--- src/rtl/fwoh_pkg.sv ---
// Shared codes and field widths for the occupancy-histogram FIFO.
`timescale 1ns / 1ps

package fwoh_pkg;

    // Queue depth; the 5-bit size fields cover up to 31 entries
    localparam int DEPTH   = 16;

    // Field widths of a request
    localparam int OP_W    = 3;
    localparam int ID_W    = 16;
    localparam int TIME_W  = 32;
    localparam int BIDX_W  = 5;

    // Field widths of a result
    localparam int STAT_W  = 2;
    localparam int SIZE_W  = 5;
    localparam int BIN_W   = 48;

    // Bus widths
    localparam int S_TDATA_W = 56;   // 16 + 32 + 5 = 53, padded to bytes
    localparam int S_TUSER_W = 3;
    localparam int M_TDATA_W = 112;  // 16 + 32 + 5 + 5 + 48 = 106, padded
    localparam int M_TUSER_W = 3;

    // Operation codes
    localparam logic [OP_W-1:0] OP_ADD      = 3'd0;
    localparam logic [OP_W-1:0] OP_TAKE     = 3'd1;
    localparam logic [OP_W-1:0] OP_END      = 3'd2;
    localparam logic [OP_W-1:0] OP_RESTART  = 3'd3;
    localparam logic [OP_W-1:0] OP_DRAIN    = 3'd4;
    localparam logic [OP_W-1:0] OP_READ_BIN = 3'd5;

    // Result status codes
    localparam logic [STAT_W-1:0] ST_OK    = 2'd0;
    localparam logic [STAT_W-1:0] ST_EMPTY = 2'd1;
    localparam logic [STAT_W-1:0] ST_FULL  = 2'd2;

    // Queue kinds
    localparam logic [1:0] KIND_NORMAL = 2'd0;
    localparam logic [1:0] KIND_EXIT   = 2'd1;
    localparam logic [1:0] KIND_ENTRY  = 2'd2;

endpackage

--- src/rtl/fifo_with_occupancy_histogram.sv ---
// Timestamped ID FIFO with a saturating occupancy-time histogram.
//
// Usage:
//   Requests enter on s_axis (tuser = operation; tdata = entity_id,
//   current_time, bin_index from bit 0 up). Results leave on m_axis
//   (tuser = status, wait_valid; tdata = entity_out, wait_time,
//   queue_size, high_water, bin_time; tlast marks the final result).
//   The queue kind register is written through i_cfg_wr_en/i_cfg_wr_data.
//   Each request is accepted in the idle state; the accepting edge starts the
//   registered reads of the ID/time memory and the histogram bin memory,
//   and the execute state then updates, writes back and loads the output
//   register, which raises m_axis_tvalid. A new request is not accepted
//   until the execute state has finished, as s_axis_tready is high only in idle.
//   A drain emits one popped entry per cycle while m_axis is not stalled,
//   the next read overlapping the write-back of the current one.
//   A new request is taken while a result still waits in the output
//   register; the update cycle then holds until the receiver takes it,
//   so a stall on m_axis holds all state and nothing is lost.
//   Reset (synchronous, active low) empties the queue, clears high-water
//   mark, last time and queue kind, and clears all bins at once through
//   per-bin valid bits.
`timescale 1ns / 1ps

module fifo_with_occupancy_histogram
    import fwoh_pkg::*;
(
    input  logic                 i_clk,
    input  logic                 i_rst_n,
    input  logic                 i_cfg_wr_en,
    input  logic [1:0]           i_cfg_wr_data,   // queue_kind
    input  logic                 s_axis_tvalid,
    output logic                 s_axis_tready,
    input  logic [S_TDATA_W-1:0] s_axis_tdata,    // entity_id, current_time, bin_index
    input  logic [S_TUSER_W-1:0] s_axis_tuser,    // operation
    output logic                 m_axis_tvalid,
    input  logic                 m_axis_tready,
    output logic [M_TDATA_W-1:0] m_axis_tdata,    // entity_out, wait_time, queue_size,
                                                  // high_water, bin_time
    output logic [M_TUSER_W-1:0] m_axis_tuser,    // status, wait_valid
    output logic                 m_axis_tlast
);

    localparam int PTR_W  = $clog2(DEPTH);
    localparam int OCC_W  = $clog2(DEPTH + 1);
    localparam int NBIN   = DEPTH + 1;

    typedef enum logic {
        S_IDLE,
        S_EXEC
    } t_state;

    // Control state
    t_state             r_state;
    logic [1:0]         r_kind;
    logic [PTR_W-1:0]   r_head;
    logic [PTR_W-1:0]   r_tail;
    logic [OCC_W-1:0]   r_occ;
    logic [OCC_W-1:0]   r_max;
    logic [TIME_W-1:0]  r_last_time;
    logic [NBIN-1:0]    r_bin_vld;

    // Latched request
    logic [OP_W-1:0]    r_op;
    logic [ID_W-1:0]    r_ent;
    logic [TIME_W-1:0]  r_time;
    logic               r_bidx_oob;
    logic [OCC_W-1:0]   r_bin_addr;

    // Memories and their read registers
    logic [ID_W-1:0]    mem_id   [DEPTH];
    logic [TIME_W-1:0]  mem_time [DEPTH];
    logic [BIN_W-1:0]   mem_bin  [NBIN];
    logic [ID_W-1:0]    r_rd_id;
    logic [TIME_W-1:0]  r_rd_time;
    logic [BIN_W-1:0]   r_rd_bin;
    logic               r_rd_bin_vld;

    // Output register
    logic               r_m_valid;
    logic [M_TDATA_W-1:0] r_m_tdata;
    logic [M_TUSER_W-1:0] r_m_tuser;
    logic               r_m_tlast;

    // Next values
    t_state             n_state;
    logic [PTR_W-1:0]   n_head;
    logic [PTR_W-1:0]   n_tail;
    logic [OCC_W-1:0]   n_occ;
    logic [OCC_W-1:0]   n_max;
    logic [TIME_W-1:0]  n_last_time;
    logic [STAT_W-1:0]  n_status;
    logic [ID_W-1:0]    n_ent_out;
    logic [TIME_W-1:0]  n_wait;
    logic               n_wait_vld;
    logic [BIN_W-1:0]   n_bin_out;
    logic               n_last;

    // Request fields
    logic               w_accept;
    logic [OP_W-1:0]    w_in_op;
    logic [BIDX_W-1:0]  w_in_bidx;
    logic               w_in_oob;
    logic [OCC_W-1:0]   w_bin_raddr;

    // Datapath helpers
    logic               w_exec;
    logic               w_bin_we;
    logic               w_fifo_we;
    logic               w_fifo_re;
    logic [PTR_W-1:0]   w_fifo_raddr;
    logic [PTR_W-1:0]   w_head_inc;
    logic [PTR_W-1:0]   w_tail_inc;
    logic [OCC_W-1:0]   w_occ_inc;
    logic [OCC_W-1:0]   w_occ_dec;
    logic [TIME_W-1:0]  w_elapsed;
    logic [BIN_W-1:0]   w_bin_cur;
    logic [BIN_W:0]     w_bin_sum;
    logic [BIN_W-1:0]   w_bin_new;
    logic               w_full;
    logic               w_empty;

    assign s_axis_tready = (r_state == S_IDLE);
    assign w_accept      = s_axis_tvalid && s_axis_tready;
    assign w_in_op       = s_axis_tuser[OP_W-1:0];
    assign w_in_bidx     = s_axis_tdata[ID_W+TIME_W +: BIDX_W];
    assign w_in_oob      = (32'(w_in_bidx) > 32'(DEPTH));

    // Pick the bin to read: requested bin for read-bin, else current size
    assign w_bin_raddr = (w_in_op != OP_READ_BIN) ? r_occ :
                         (w_in_oob ? '0 : OCC_W'(w_in_bidx));

    assign w_exec     = (r_state == S_EXEC) && (!r_m_valid || m_axis_tready);
    assign w_head_inc = (r_head == PTR_W'(DEPTH - 1)) ? '0 : r_head + 1'b1;
    assign w_tail_inc = (r_tail == PTR_W'(DEPTH - 1)) ? '0 : r_tail + 1'b1;
    assign w_occ_inc  = r_occ + 1'b1;
    assign w_occ_dec  = r_occ - 1'b1;
    assign w_full     = (r_occ == OCC_W'(DEPTH));
    assign w_empty    = (r_occ == '0);

    // Saturating bin charge
    assign w_elapsed = r_time - r_last_time;
    assign w_bin_cur = r_rd_bin_vld ? r_rd_bin : '0;
    assign w_bin_sum = {1'b0, w_bin_cur} + (BIN_W + 1)'(w_elapsed);
    assign w_bin_new = w_bin_sum[BIN_W] ? '1 : w_bin_sum[BIN_W-1:0];

    // Operation decode and next state
    always_comb begin
        n_state     = r_state;
        n_head      = r_head;
        n_tail      = r_tail;
        n_occ       = r_occ;
        n_max       = r_max;
        n_last_time = r_last_time;
        n_status    = ST_OK;
        n_ent_out   = '0;
        n_wait      = '0;
        n_wait_vld  = 1'b0;
        n_bin_out   = '0;
        n_last      = 1'b1;
        w_bin_we    = 1'b0;
        w_fifo_we   = 1'b0;
        w_fifo_re   = w_accept;

        if (w_accept) begin
            n_state = S_EXEC;
        end

        if (w_exec) begin
            n_state = S_IDLE;
            unique case (r_op)
                OP_ADD: begin
                    w_bin_we    = 1'b1;
                    n_last_time = r_time;
                    if (w_full) begin
                        n_status = ST_FULL;
                    end else begin
                        w_fifo_we = 1'b1;
                        n_tail    = w_tail_inc;
                        n_occ     = w_occ_inc;
                        if (w_occ_inc > r_max) begin
                            n_max = w_occ_inc;
                        end
                    end
                end
                OP_TAKE: begin
                    if (w_empty) begin
                        n_status = ST_EMPTY;
                    end else begin
                        w_bin_we    = 1'b1;
                        n_last_time = r_time;
                        n_ent_out   = r_rd_id;
                        if (r_kind == KIND_NORMAL || r_kind == KIND_ENTRY) begin
                            n_wait     = r_time - r_rd_time;
                            n_wait_vld = 1'b1;
                        end
                        n_head = w_head_inc;
                        n_occ  = w_occ_dec;
                    end
                end
                OP_END: begin
                    w_bin_we    = 1'b1;
                    n_last_time = r_time;
                end
                OP_RESTART: begin
                    n_max       = '0;
                    n_last_time = '0;
                end
                OP_DRAIN: begin
                    if (w_empty) begin
                        n_status = ST_EMPTY;
                    end else begin
                        n_ent_out = r_rd_id;
                        n_head    = w_head_inc;
                        n_occ     = w_occ_dec;
                        n_last    = (w_occ_dec == '0);
                        // Stay and fetch the next head while entries remain
                        if (w_occ_dec != '0) begin
                            n_state   = S_EXEC;
                            w_fifo_re = 1'b1;
                        end
                    end
                end
                OP_READ_BIN: begin
                    n_bin_out = r_bidx_oob ? '0 : w_bin_cur;
                end
                default: begin
                end
            endcase
        end
    end

    assign w_fifo_raddr = (r_state == S_IDLE) ? r_head : w_head_inc;

    // Control state and registered outputs
    always_ff @(posedge i_clk) begin
        if (!i_rst_n) begin
            r_state     <= S_IDLE;
            r_kind      <= KIND_NORMAL;
            r_head      <= '0;
            r_tail      <= '0;
            r_occ       <= '0;
            r_max       <= '0;
            r_last_time <= '0;
            r_bin_vld   <= '0;
            r_m_valid   <= 1'b0;
        end else begin
            r_state     <= n_state;
            r_head      <= n_head;
            r_tail      <= n_tail;
            r_occ       <= n_occ;
            r_max       <= n_max;
            r_last_time <= n_last_time;
            if (i_cfg_wr_en) begin
                r_kind <= i_cfg_wr_data;
            end
            if (w_bin_we) begin
                r_bin_vld[r_bin_addr] <= 1'b1;
            end
            // Latch the request
            if (w_accept) begin
                r_op       <= w_in_op;
                r_ent      <= s_axis_tdata[ID_W-1:0];
                r_time     <= s_axis_tdata[ID_W +: TIME_W];
                r_bidx_oob <= w_in_oob;
                r_bin_addr <= w_bin_raddr;
            end
            // Load the result, or drop it once taken
            if (w_exec) begin
                r_m_valid <= 1'b1;
                r_m_tdata <= {(M_TDATA_W - ID_W - TIME_W - 2*SIZE_W - BIN_W)'(0),
                              n_bin_out,
                              SIZE_W'(n_max),
                              SIZE_W'(n_occ),
                              n_wait,
                              n_ent_out};
                r_m_tuser <= {n_wait_vld, n_status};
                r_m_tlast <= n_last;
            end else if (m_axis_tready) begin
                r_m_valid <= 1'b0;
            end
        end
    end

    // ID and entry-time memory
    always_ff @(posedge i_clk) begin
        if (w_fifo_we) begin
            mem_id[r_tail]   <= r_ent;
            mem_time[r_tail] <= r_time;
        end
        if (w_fifo_re) begin
            r_rd_id   <= mem_id[w_fifo_raddr];
            r_rd_time <= mem_time[w_fifo_raddr];
        end
    end

    // Histogram bin memory; unwritten bins read as zero through valid bits
    always_ff @(posedge i_clk) begin
        if (w_bin_we) begin
            mem_bin[r_bin_addr] <= w_bin_new;
        end
        if (w_accept) begin
            r_rd_bin     <= mem_bin[w_bin_raddr];
            r_rd_bin_vld <= r_bin_vld[w_bin_raddr];
        end
    end

    assign m_axis_tvalid = r_m_valid;
    assign m_axis_tdata  = r_m_tdata;
    assign m_axis_tuser  = r_m_tuser;
    assign m_axis_tlast  = r_m_tlast;

endmodule

--- config.mk ---
export PLATFORM = sky130hd
export DESIGN_NAME = fifo_with_occupancy_histogram
export DESIGN_NICKNAME = d
export VERILOG_FILES = /design/src/rtl/fwoh_pkg.sv /design/src/rtl/fifo_with_occupancy_histogram.sv
export SDC_FILE = /design/constraint.sdc
export NUM_CORES = 2
export LEC_CHECK = 0
export ABC_AREA = 1
export BUFFER_PORTS_ARGS = -buffer_cell sky130_fd_sc_hd__buf_2
export CAP_MARGIN = 20
export CORE_UTILIZATION = 40
export CTS_CLUSTER_SIZE = 8
export DETAILED_ROUTE_END_ITERATION = 8
export PLACE_DENSITY_LB_ADDON = 0.05
export SLEW_MARGIN = 20
export SYNTH_ARGS = -nofsm -noshare
export SYNTH_HDL_FRONTEND = slang
export SYNTH_SLANG_ARGS = --single-unit
--- constraint.sdc ---
create_clock -name i_clk -period 13.2 [get_ports i_clk]
set_clock_uncertainty 0.1 [all_clocks]
set_input_delay 1.32 -clock i_clk [delete_from_list [all_inputs] [get_ports i_clk]]
set_output_delay 1.32 -clock i_clk [all_outputs]
set_load 0.03 [all_outputs]
==> results.md <==
- GPL Wtd Cong: 0.929
- XOR/XNOR Fraction of Synth Area: 0.427%
- Top cell type's share of synthesized area: 64.4%
- Mean Syn Cell Area: 10.1 µm²
- Clock share of power: 44.2%
- Hold Crit Class: flip-flop to flip-flop
- Measured slew at the worst slew-check pin: 1.14 ns
- Most frequent cell after synthesis: nand2_1
- Die X: 466 µm
- Number of port buffers: 173
- FP Rows: 169
- Setup CP Type: flip-flop to flip-flop
- Synth top area cells: edfxtp_1, nand2_1, nand3_1
- Async set-reset flop share out of synthesis: 0%
- CP Data Required Time: 13.42 ns
- Clk sink count: 1918
- Setup TNS Final: 0 ns
- Max-slew violation count: 0
- CTS max path bufs: 4
- Register share of total power: 47.7%
- Post-route minimum period: 7.19 ns
- Final HPWL DP: 150000 µm
- Placed Instances: 11300
- Final instance area: 97500 µm²
- Status: finished, final reports clean
- Simple-Gate Fraction of Synth Area: 22.7%
- Multiplexer share of the synthesized area: 0%
- Total die area: 217000 µm²
- Post-Synth Adder-Cell Area: 1.65%
- GRT busiest layer: met2
- Sw Pwr: 3420 µW
- Worst-path clk slew: 0.05 ns
- Leakage power: 0.0394 µW
- DRC viols: 0
- Post-CTS Setup Bufs: 0
- Worst Setup Start Kind: flip-flop
- Detail Route Antenna Nets: 0
- Maximum clock rate: 139 MHz
- Worst-Skew Late Latency: 0.91 ns
- Layout cell share with drive strength beyond 1: 7.86%
- Post-Place Cell Area: 89800 µm²
- Hold slack: 0.356 ns
- Register area share after synthesis: 66.1%
- Root Driver: clkbuf_16
- First-pass GRT wire length: 397000 µm
- Synthesized instance count: 8532
- M3 GR Usage: 3.02%
- Final Hold Fails: 0
- Sw Share: 23.5%
- Aggregate global routing overflow: 0
- Vias per cell: 5.18
- Max-slew headroom: 24.0%
- Iter 0 DRT Violations: 5107
- Synth top cells by count: nand2_1, edfxtp_1, nand3_1, inv_1, nor2_1
- Initial antenna violation count: 13
- Layout Area Growth over Synthesis: 13.2%
- CTS Buf Count: 290
- RSZ-0062 raised after global routing: no
- CP Capture Type: flip-flop
- Core area: 213000 µm²
- Initial Util: 40.4%
- Unique masters post-synth: 42
- Leading area contributor after synthesis: edfxtp_1
- Nets: 8902
- Proportion of power drawn by combinational gates: 8.0%
- Number of enable flip-flop cells after synthesis: 1848
- Synthesis-stage register bit count: 1918
- Cts hold-fix bufs: 0
- WP data arrival: 7.41 ns
- Post-cts sizing count: 0
- Finished Layout Cells: 11600
- Most used DFF post-synth: edfxtp_1
- Max-Cap Viols: 0
- Pre-CTS setup slack: 6.12 ns
- Worst vdd ir: 0.000142 V
- Largest family of logic cells by synthesized area: simple AND/OR/NAND/NOR gates
- IO Count: 184
- Post-synthesis compound-gate area fraction: 2.73%
- Final WS setup: 6.01 ns
- Endpoints failing setup: 0
- Max H-tree Level: 5
- YS warnings: 0
- Vias in the first global route: 57700
- Largest net degree at the start of global routing: 162
- Final period util: 54.5%
- Pre-antenna DRT Iters: 8
- Routed length per placed instance: 23.6 µm
- Met1 Use GR: 32.5%
- CTS tree: yes
- Critical-path maximum fanout: 32
- Via count of the routed design: 60200
- Pwr dens: 149 nW/µm²
- All-Layer GR Usage: 25.0%
- Die H: 466 µm
- Final WL: 274000 µm
- Internal Pwr Total: 11100 µW
- Syn Std Cell Area: 86100 µm²
- Met2 usage: 42.9%
layout make-up:
| cell class | instances | area [µm²] |
|---|---|---|
| fill | 19900 | 115000 |
| sequential | 1918 | 56900 |
| tap | 2821 | 3530 |
| antenna | 11 | 27.5 |
| inverter | 940 | 3560 |
| clock inverter | 9 | 68.8 |
| clock buffer | 340 | 7550 |
| timing repair buffer | 296 | 1860 |
| multi-input combinational | 5278 | 24000 |
path summary, 6_finish.rpt:
check	start	end	slack, ns	cells after the start
max	r_time[1]	mem_bin[11][14]	6.01	17
min	r_bin_vld[3]	r_bin_vld[3]	0.36	2
max reg2reg	r_time[1]	mem_bin[11][14]	6.01	17
min reg2reg	r_bin_vld[3]	r_bin_vld[3]	0.36	2
cells by family after synthesis:
logic type / after synthesis
DFF: 1918
adders and majority gates: 112
and+or+nand+nor: 4684
buffers and inverters: 1341
xor gates and xnor gates: 42
other: 1
AOI/OAI and AO/OA: 434
flip-flops by register name (all words and copies together) (netlist names), 3 cells and up:
register	flops
m_axis_tdata	106
m_axis_tuser	3
mem_bin	816
mem_id	256
mem_time	512
r_bin_addr	5
r_bin_vld	17
r_ent	16
r_head	4
r_last_time	32
r_max	5
r_occ	5
r_op	3
r_rd_bin	48
r_rd_id	16
r_rd_time	32
r_tail	4
r_time	32
power by group through the flow:
stage                     Sequential, µW  Combinational [µW]  Clock [µW]
after floorplan                     7070                 698           0
final                               6950                1170        6440
after global routing                6950                1290        6810
after CTS                           6950                1180        6580
after global placement              7060                1170           0
after detailed placement            7060                1170           0
per-layer routing:
metal  part of all wire (%)  routed length [µm]
met5                      0                   0
met4                    3.6                9780
met3                    4.3               11900
met2                     49              135000
met1                     43              118000
through the flow:
step	utilization, %	power (µW)
2_1_floorplan	-	7770
6_report	45.8	14600
5_1_grt	45.8	15000
3_5_place_dp	42.2	8240
3_3_place_gp	42.2	8230
4_1_cts	45.8	14700
worst max-delay path: stages, from the launching register on:
cell and delay [ns]:
edfxtp_1 0.80, inv_1 0.30, fa_1 0.53, o21ai_0 0.37
nand3_1 0.14, nand3_1 0.24, nand3_1 0.10, nand2_1 0.09
xor2_1 0.44, ha_1 0.39, nand2_1 0.15, nor2_1 0.09
a21oi_1 0.33, nor2_1 0.11, o21ai_1 0.14, nand2_1 0.43
inv_2 0.81, nand3_1 0.96
placed cells by master (no fill, tap or decap), types with 4 or more instances in the layout:
cell          n
conb_1        6
buf_4       118
nor3_1       26
edfxtp_1   1848
inv_1       912
xor2_1       36
clkinv_2     17
a21oi_1     281
nor2_1      401
a21o_1        7
nand3b_1      7
a211oi_1     30
nor4_1        7
or2_2        16
clkbuf_16   295
clkbuf_1     45
diode_2      11
nand2_4       5
nand2_2       6
nand4_1      27
o21a_1        9
nand3_1    1352
dfxtp_1      70
xnor2_1       6
buf_12        4
nand2_8       4
nand2_1    2797
o21ai_0      77
buf_2       173
a21boi_0      4
inv_2         7
ha_1        109
o211ai_1      5
inv_6         9
o21bai_1     11
nor2_4       23
No activity file was read; power rests on OpenSTA's default activity.
